==> config.mk <==
export PLATFORM = sky130hd
export DESIGN_NAME = versatile_interface_adapter
export DESIGN_NICKNAME = d
export VERILOG_FILES = /design/src/rtl/via_pkg.sv /design/src/rtl/via_timers.sv /design/src/rtl/via_ports.sv /design/src/rtl/versatile_interface_adapter.sv
export SDC_FILE = /design/constraint.sdc
export NUM_CORES = 1
export LEC_CHECK = 0
export BUFFER_PORTS_ARGS = -buffer_cell sky130_fd_sc_hd__buf_2
export CAP_MARGIN = 20
export CORE_MARGIN = 2
export CORE_UTILIZATION = 40
export CTS_CLUSTER_SIZE = 14
export DETAILED_ROUTE_END_ITERATION = 7
export PLACE_DENSITY_LB_ADDON = 0.3
export SLEW_MARGIN = 10
export SYNTH_ARGS = -nofsm -noshare
export SYNTH_HDL_FRONTEND = slang
export SYNTH_SLANG_ARGS = --single-unit
==> constraint.sdc <==
create_clock -name clk -period 3.4 [get_ports clk]
set_clock_uncertainty 0.15 [all_clocks]
set_input_delay 0.17 -clock clk [delete_from_list [all_inputs] [get_ports clk]]
set_output_delay 0.17 -clock clk [all_outputs]
set_load 0.05 [all_outputs]
==> src/rtl/via_pkg.sv <==
// Shared types and constants for the versatile interface adapter.
// No dependencies; every other file in rtl/ imports this package.
package via_pkg;

  typedef enum logic [1:0] {
    FUNC_TICK  = 2'd0,
    FUNC_WRITE = 2'd1,
    FUNC_READ  = 2'd2,
    FUNC_NONE  = 2'd3
  } via_func_t;

  // Register map, standard numbering
  localparam logic [3:0] ADDR_ORB   = 4'd0;
  localparam logic [3:0] ADDR_ORA   = 4'd1;
  localparam logic [3:0] ADDR_DDRB  = 4'd2;
  localparam logic [3:0] ADDR_DDRA  = 4'd3;
  localparam logic [3:0] ADDR_T1CL  = 4'd4;
  localparam logic [3:0] ADDR_T1CH  = 4'd5;
  localparam logic [3:0] ADDR_T1LL  = 4'd6;
  localparam logic [3:0] ADDR_T1LH  = 4'd7;
  localparam logic [3:0] ADDR_T2CL  = 4'd8;
  localparam logic [3:0] ADDR_T2CH  = 4'd9;
  localparam logic [3:0] ADDR_SR    = 4'd10;
  localparam logic [3:0] ADDR_ACR   = 4'd11;
  localparam logic [3:0] ADDR_PCR   = 4'd12;
  localparam logic [3:0] ADDR_IFR   = 4'd13;
  localparam logic [3:0] ADDR_IER   = 4'd14;
  localparam logic [3:0] ADDR_ORANH = 4'd15;

  // ACR bit positions
  localparam int ACR_PA_LATCH = 0;
  localparam int ACR_PB_LATCH = 1;
  localparam int ACR_T1_CONT  = 6;
  localparam int ACR_PB7_OUT  = 7;

  // Timer status seen by the port logic
  typedef struct packed {
    logic       pb7;       // current PB7 level from timer 1
    logic       pb7_next;  // PB7 level after this item
    logic       upd_b;     // timer asks for a port B notification
    logic [7:0] rd;        // read byte for timer addresses, zero otherwise
  } via_tmr_stat_t;

  // Item result from the port logic
  typedef struct packed {
    logic [7:0] rd;
    logic [7:0] a_value;
    logic       a_upd;
    logic [7:0] b_value;
    logic       b_upd;
  } via_port_res_t;

endpackage

==> src/rtl/via_timers.sv <==
// Timer 1 and timer 2 counters, latches and the timer 1 PB7 level.
// Depends on via_pkg.
module via_timers (
  input  logic                  clk,
  input  logic                  rst,
  input  logic                  go,
  input  via_pkg::via_func_t    func,
  input  logic [3:0]            reg_addr,
  input  logic [7:0]            write_data,
  input  logic [7:0]            aux_control,
  output via_pkg::via_tmr_stat_t stat
);
  import via_pkg::*;

  logic [15:0] timer1_count, timer1_count_next;
  logic [7:0]  timer1_latch_low, timer1_latch_low_next;
  logic [7:0]  timer1_latch_high, timer1_latch_high_next;
  logic [15:0] timer2_count, timer2_count_next;
  logic [7:0]  timer2_latch_low, timer2_latch_low_next;
  logic        timer1_pb7, timer1_pb7_next;
  logic [15:0] t1_dec;
  logic        upd_b;
  logic [7:0]  rd;

  assign t1_dec = timer1_count - 16'd1;

  always_comb begin
    timer1_count_next      = timer1_count;
    timer1_latch_low_next  = timer1_latch_low;
    timer1_latch_high_next = timer1_latch_high;
    timer2_count_next      = timer2_count;
    timer2_latch_low_next  = timer2_latch_low;
    timer1_pb7_next        = timer1_pb7;
    upd_b                  = 1'b0;
    rd                     = 8'h00;
    case (func)
      FUNC_TICK: begin
        timer1_count_next = t1_dec;
        timer2_count_next = timer2_count - 16'd1;
        if (t1_dec == 16'h0000) begin
          if (aux_control[ACR_T1_CONT]) begin
            timer1_pb7_next   = ~timer1_pb7;
            timer1_count_next = {timer1_latch_high, timer1_latch_low};
          end else begin
            timer1_pb7_next = 1'b1;
          end
          upd_b = aux_control[ACR_PB7_OUT];
        end
      end
      FUNC_WRITE: begin
        unique case (reg_addr)
          ADDR_T1CL, ADDR_T1LL: timer1_latch_low_next = write_data;
          ADDR_T1LH:            timer1_latch_high_next = write_data;
          ADDR_T1CH: begin
            timer1_latch_high_next = write_data;
            timer1_count_next      = {write_data, timer1_latch_low};
            timer1_pb7_next        = 1'b0;
            upd_b                  = aux_control[ACR_PB7_OUT];
          end
          ADDR_T2CL: timer2_latch_low_next = write_data;
          ADDR_T2CH: timer2_count_next = {write_data, timer2_latch_low};
          default: ;
        endcase
      end
      FUNC_READ: begin
        unique case (reg_addr)
          ADDR_T1CL: rd = timer1_count[7:0];
          ADDR_T1CH: rd = timer1_count[15:8];
          ADDR_T1LL: rd = timer1_latch_low;
          ADDR_T1LH: rd = timer1_latch_high;
          ADDR_T2CL: rd = timer2_count[7:0];
          ADDR_T2CH: rd = timer2_count[15:8];
          default:   rd = 8'h00;
        endcase
      end
      default: ;
    endcase
  end

  always_ff @(posedge clk) begin
    if (rst) begin
      timer1_count      <= '0;
      timer1_latch_low  <= '0;
      timer1_latch_high <= '0;
      timer2_count      <= '0;
      timer2_latch_low  <= '0;
      timer1_pb7        <= 1'b0;
    end else if (go) begin
      timer1_count      <= timer1_count_next;
      timer1_latch_low  <= timer1_latch_low_next;
      timer1_latch_high <= timer1_latch_high_next;
      timer2_count      <= timer2_count_next;
      timer2_latch_low  <= timer2_latch_low_next;
      timer1_pb7        <= timer1_pb7_next;
    end
  end

  assign stat.pb7      = timer1_pb7;
  assign stat.pb7_next = timer1_pb7_next;
  assign stat.upd_b    = upd_b;
  assign stat.rd       = rd;

endmodule

==> src/rtl/via_ports.sv <==
// Port A/B output and direction registers, ACR and PCR, with the item result.
// Depends on via_pkg; takes timer status from via_timers.
module via_ports (
  input  logic                   clk,
  input  logic                   rst,
  input  logic                   go,
  input  via_pkg::via_func_t     func,
  input  logic [3:0]             reg_addr,
  input  logic [7:0]             write_data,
  input  logic [7:0]             port_a_pins,
  input  logic [7:0]             port_b_pins,
  input  via_pkg::via_tmr_stat_t tmr,
  output logic [7:0]             aux_control,
  output via_pkg::via_port_res_t res
);
  import via_pkg::*;

  logic [7:0] port_a_output, port_a_output_next;
  logic [7:0] port_b_output, port_b_output_next;
  logic [7:0] dir_a, dir_a_next;
  logic [7:0] dir_b, dir_b_next;
  logic [7:0] aux_control_next;
  logic [7:0] periph_control, periph_control_next;
  logic [7:0] sense_a, sense_b, drive_b;
  logic       upd_a, upd_b;
  logic [7:0] rd;

  // Read view: output bits from the register, input bits from the pins
  always_comb begin
    sense_a = (port_a_output & dir_a) | (port_a_pins & ~dir_a);
    sense_b = (port_b_output & dir_b) | (port_b_pins & ~dir_b);
    if (aux_control[ACR_PB7_OUT]) sense_b[7] = tmr.pb7;
  end

  always_comb begin
    port_a_output_next  = port_a_output;
    port_b_output_next  = port_b_output;
    dir_a_next          = dir_a;
    dir_b_next          = dir_b;
    aux_control_next    = aux_control;
    periph_control_next = periph_control;
    upd_a               = 1'b0;
    upd_b               = 1'b0;
    rd                  = 8'h00;
    case (func)
      FUNC_WRITE: begin
        unique case (reg_addr)
          ADDR_ORB: begin
            port_b_output_next = write_data;
            upd_b              = (dir_b != 8'h00);
          end
          ADDR_ORA, ADDR_ORANH: begin
            port_a_output_next = write_data;
            upd_a              = (dir_a != 8'h00);
          end
          ADDR_DDRB: begin
            dir_b_next = write_data;
            upd_b      = (write_data != dir_b);
          end
          ADDR_DDRA: begin
            dir_a_next = write_data;
            upd_a      = (write_data != dir_a);
          end
          ADDR_ACR: begin
            aux_control_next = write_data;
            upd_b            = 1'b1;
          end
          ADDR_PCR: periph_control_next = write_data;
          default: ;
        endcase
      end
      FUNC_READ: begin
        unique case (reg_addr)
          ADDR_ORB:             rd = aux_control[ACR_PB_LATCH] ? 8'h00 : sense_b;
          ADDR_ORA, ADDR_ORANH: rd = aux_control[ACR_PA_LATCH] ? 8'h00 : sense_a;
          ADDR_DDRB:            rd = dir_b;
          ADDR_DDRA:            rd = dir_a;
          ADDR_ACR:             rd = aux_control;
          ADDR_PCR:             rd = periph_control;
          default:              rd = tmr.rd;
        endcase
      end
      default: ;
    endcase
  end

  // Driven bytes reflect the state left by this item
  always_comb begin
    drive_b = (port_b_output_next & dir_b_next) | ~dir_b_next;
    if (aux_control_next[ACR_PB7_OUT]) drive_b[7] = tmr.pb7_next;
  end

  always_ff @(posedge clk) begin
    if (rst) begin
      port_a_output  <= '0;
      port_b_output  <= '0;
      dir_a          <= '0;
      dir_b          <= '0;
      aux_control    <= '0;
      periph_control <= '0;
    end else if (go) begin
      port_a_output  <= port_a_output_next;
      port_b_output  <= port_b_output_next;
      dir_a          <= dir_a_next;
      dir_b          <= dir_b_next;
      aux_control    <= aux_control_next;
      periph_control <= periph_control_next;
    end
  end

  assign res.rd      = rd;
  assign res.a_value = (port_a_output_next & dir_a_next) | ~dir_a_next;
  assign res.a_upd   = upd_a;
  assign res.b_value = drive_b;
  assign res.b_upd   = upd_b | tmr.upd_b;

endmodule

==> src/rtl/versatile_interface_adapter.sv <==
// Top level of the versatile interface adapter: input register, port and
// timer logic, result register. Depends on via_pkg, via_timers, via_ports.
//
//   channel   handshake             payload
//   in        in_valid / in_stall   func, reg_addr, write_data, port_a_pins, port_b_pins
//   out       out_valid / out_stall read_data, port_a_value, port_a_update,
//                                   port_b_value, port_b_update
//
// One item per cycle sustained while the output does not stall; each item is held
// in the input register and moves to the result register when that can advance,
// and its result is then offered from the result register.
// State changes when an item leaves the input register for the result register.
// A stall on the output holds the result and then the input register; the
// input side stalls only when the input register is full and cannot advance.
// Reset is synchronous and clears all registers of the chip model.
module versatile_interface_adapter (
  input  logic       clk,
  input  logic       rst,
  input  logic       in_valid,
  output logic       in_stall,
  input  logic [1:0] func,
  input  logic [3:0] reg_addr,
  input  logic [7:0] write_data,
  input  logic [7:0] port_a_pins,
  input  logic [7:0] port_b_pins,
  output logic       out_valid,
  input  logic       out_stall,
  output logic [7:0] read_data,
  output logic [7:0] port_a_value,
  output logic       port_a_update,
  output logic [7:0] port_b_value,
  output logic       port_b_update
);
  import via_pkg::*;

  logic          s1_valid;
  via_func_t     s1_func;
  logic [3:0]    s1_addr;
  logic [7:0]    s1_data;
  logic [7:0]    s1_pins_a;
  logic [7:0]    s1_pins_b;
  logic          advance;
  logic          go;
  logic          take;
  logic [7:0]    aux_control;
  via_tmr_stat_t tmr;
  via_port_res_t res;

  assign advance  = !out_valid || !out_stall;
  assign go       = s1_valid && advance;
  assign in_stall = s1_valid && !advance;
  assign take     = in_valid && !in_stall;

  always_ff @(posedge clk) begin
    if (rst) begin
      s1_valid <= 1'b0;
    end else if (take) begin
      s1_valid <= 1'b1;
    end else if (advance) begin
      s1_valid <= 1'b0;
    end
  end

  always_ff @(posedge clk) begin
    if (take) begin
      s1_func   <= via_func_t'(func);
      s1_addr   <= reg_addr;
      s1_data   <= write_data;
      s1_pins_a <= port_a_pins;
      s1_pins_b <= port_b_pins;
    end
  end

  via_timers u_timers (
    .clk         (clk),
    .rst         (rst),
    .go          (go),
    .func        (s1_func),
    .reg_addr    (s1_addr),
    .write_data  (s1_data),
    .aux_control (aux_control),
    .stat        (tmr)
  );

  via_ports u_ports (
    .clk         (clk),
    .rst         (rst),
    .go          (go),
    .func        (s1_func),
    .reg_addr    (s1_addr),
    .write_data  (s1_data),
    .port_a_pins (s1_pins_a),
    .port_b_pins (s1_pins_b),
    .tmr         (tmr),
    .aux_control (aux_control),
    .res         (res)
  );

  always_ff @(posedge clk) begin
    if (rst) begin
      out_valid <= 1'b0;
    end else if (advance) begin
      out_valid <= s1_valid;
    end
  end

  always_ff @(posedge clk) begin
    if (go) begin
      read_data     <= res.rd;
      port_a_value  <= res.a_value;
      port_a_update <= res.a_upd;
      port_b_value  <= res.b_value;
      port_b_update <= res.b_upd;
    end
  end

endmodule

==> out/summary.txt <==
Unrepaired setup endpoints after global routing = false
Peak supply drop = 0.0003098 V
Post_cts resized = 0
Post-place setup slack = 0.1890 ns
Tmin final = 3.276 ns
ANT cells = 0
Post-route DRC violation count = 0
Number of synthesized flops with an enable pin = 56
Htree depth = 4
Setup repair bufs after CTS = 0
Routed len/inst = 20.58 um
Hold_buf cts = 32
Synthesis Warnings = 0
CP Launch Type = flop
Leak Pwr = 0.003588 uW
Syn nets = 960
Gr ovfl total = 0
Final Setup Violations = 0
Hold WS = 0.1539 ns
Gp weighted congestion = 0.9758
Die span in y = 148.8 um
Die Wd = 148.8 um
Die Area = 22130 sq um
Fmax achieved = 305.3 MHz
CTS tree = done
Mapped Area = 8383 sq um
CP required = 3.41 ns
FF+latch count, synth = 163
Crit path buf inv count = 1
Post-route ant nets = 0
Via Count = 7447
HPWL reported at the end of detailed placement = 17690 um
Slowest cell on the critical path = or4_4
Max Slew Vio Count = 0
Starting density of the core = 41.03%
Clock Latency Late Sink = 0.43 ns
Buffers on Ports = 61
Power Dens Cells = 466.5 nW/um^2
Maxcap violations = 0
Part of the Yosys area used for sequential elements = 45.61%
GRT Util Overall = 24.05%
WL final = 26200 um
Vias in the first global route = 7078
Initial antenna violation count = 0
CTS clk-pin slew, worst paths = 0.07 ns
Yosys cell types = 65
Commonest non-fill, non-tap cells in the layout = 124 x nor2_1, 107 x dfxtp_1, 80 x nand2_1
CTS Buffer Depth = 2
Worst setup EP type = flop
1st-iter DRT viols = 714
Area leader, netlist = dfxtp_1
Largest stage delay, worst path = 0.49 ns
Core Region = 20430 sq um
HP Class = primary input to flop
Crit path arrival time = 3.29 ns
Vias/cell = 5.850
Gate count after technology mapping = 923
Top flop regs = u_timers.timer1_count: 16 flops, u_timers.timer2_count: 16 flops
Crit Path Class = flop to flop
Clock root buffer = clkbuf_16
Fillers = 1966
Largest net degree at the start of global routing = 84
Final period utilization = 96.35%
Syn Area/Cell = 9.082 sq um
CTS Buf Count = 17
First-pass GRT wire length = 40390 um
Synth top area cells = dfxtp_1 26%, edfxtp_1 20%, mux2i_1 9.4%
Drt pass-1 iters = 5
Top-area cell type share of the netlist area = 25.55%
Cell family with most CP delay = simple AND/OR/NAND/NOR gates
CP Cell Sequence = inv_1 > ha_1 > or3b_1 > o31a_1 > or4_4 > nor2_2 > and3_1 > a41o_1 > o31ai_2
Placement Rows = 52
Slew HR = 35.38%
Area grow syn2layout = 18.36%
Synth Flop Type = dfxtp_1
Final number of hold-violating endpoints = 0
Io pins = 62
Most common cell after layout, fill and taps aside = nor2_1
Post-layout nets = 1027
Async set-reset flop share out of synthesis = 0%
TNS Setup = 0 ns
Layout cells sized above 1 = 15.45%
Setup ws final = 0.1241 ns
Critical path peak fanout = 9
Clk sinks = 163
Status = completed
Worst-margin pin slew = 0.9692 ns
## stage by stage
step,total power [uW],util (%),cell area (sq um),std cells
floorplan,2483,-,8383,923
global placement,2641,44.03,8995,1209
detailed placement,2645,44.03,8995,1209
CTS,4636,48.57,9922,1273
global route,4781,48.57,9922,1273
finish,4629,48.57,9922,1273
## logic make-up (layout without fill, tap and decap cells)
logic type	Yosys count	in the layout	synth area share (%)
adder cells (fa/ha/maj)	3	3	0.4478
buffers and inverters	89	169	4.164
multiplexers	88	88	10.78
AND/OR/NAND/NOR	347	347	19.67
XOR/XNOR	24	24	2.507
AO/OA/AOI/OAI	209	209	16.82
flip-flops	163	163	45.61
## area by class of cell
| class | count | area (sq um) | area share (%) |
|---|---|---|---|
| clock buffers | 23 | 488.0 | 4.918 |
| clock inverters | 9 | 118.9 | 1.198 |
| flip-flops and latches | 163 | 3824 | 38.54 |
| repair buffers | 129 | 910.9 | 9.180 |
| inverters | 8 | 30.03 | 0.3026 |
| well taps | 270 | 337.8 | 3.405 |
| multi-input cells | 671 | 4213 | 42.46 |
## power by group
part	leakage, uW	internal [uW]	switching [uW]
sequential	0.00135	2060	55.0
combinational	0.00194	187	336
clock	0.000291	1170	817
total	0.00359	3420	1210
## worst paths after layout
check	cells past startpoint	endpoint	startpoint	slack, ns
worst max-delay path	9	port_b_value[7]	u_timers.timer1_count[1]	0.12
worst min-delay path	2	u_timers.timer1_latch_low[5]	rst	0.15
worst max register to register	9	port_b_value[7]	u_timers.timer1_count[1]	0.12
worst min register to register	2	u_ports.port_b_output[6]	u_ports.port_b_output[6]	0.33
## cells in the mapped netlist, types with 10 or more instances
master and count:
nand3_1 37, xnor2_1 11, o22ai_1 12, dfxtp_1 107, a22oi_1 25, clkbuf_1 70
nor3_1 21, o21ai_0 20, mux2i_1 79, nand2_1 80, nand2b_1 15, a211oi_1 15
xor2_1 13, edfxtp_1 56, nor2_1 124, a21oi_1 62, nor4_1 15, a31oi_1 10
o211ai_1 19, nor2b_1 11
## layer usage
layer,part of all wire (%),up-vias,global-route usage [%]
li1,-,3496,-
met3,7.7,49,5.046
met5,0,-,0
met4,2.7,0,9.333
met1,44,3592,33.05
met2,45,310,37.29
Note: power is estimated with default switching activity, not from simulation.
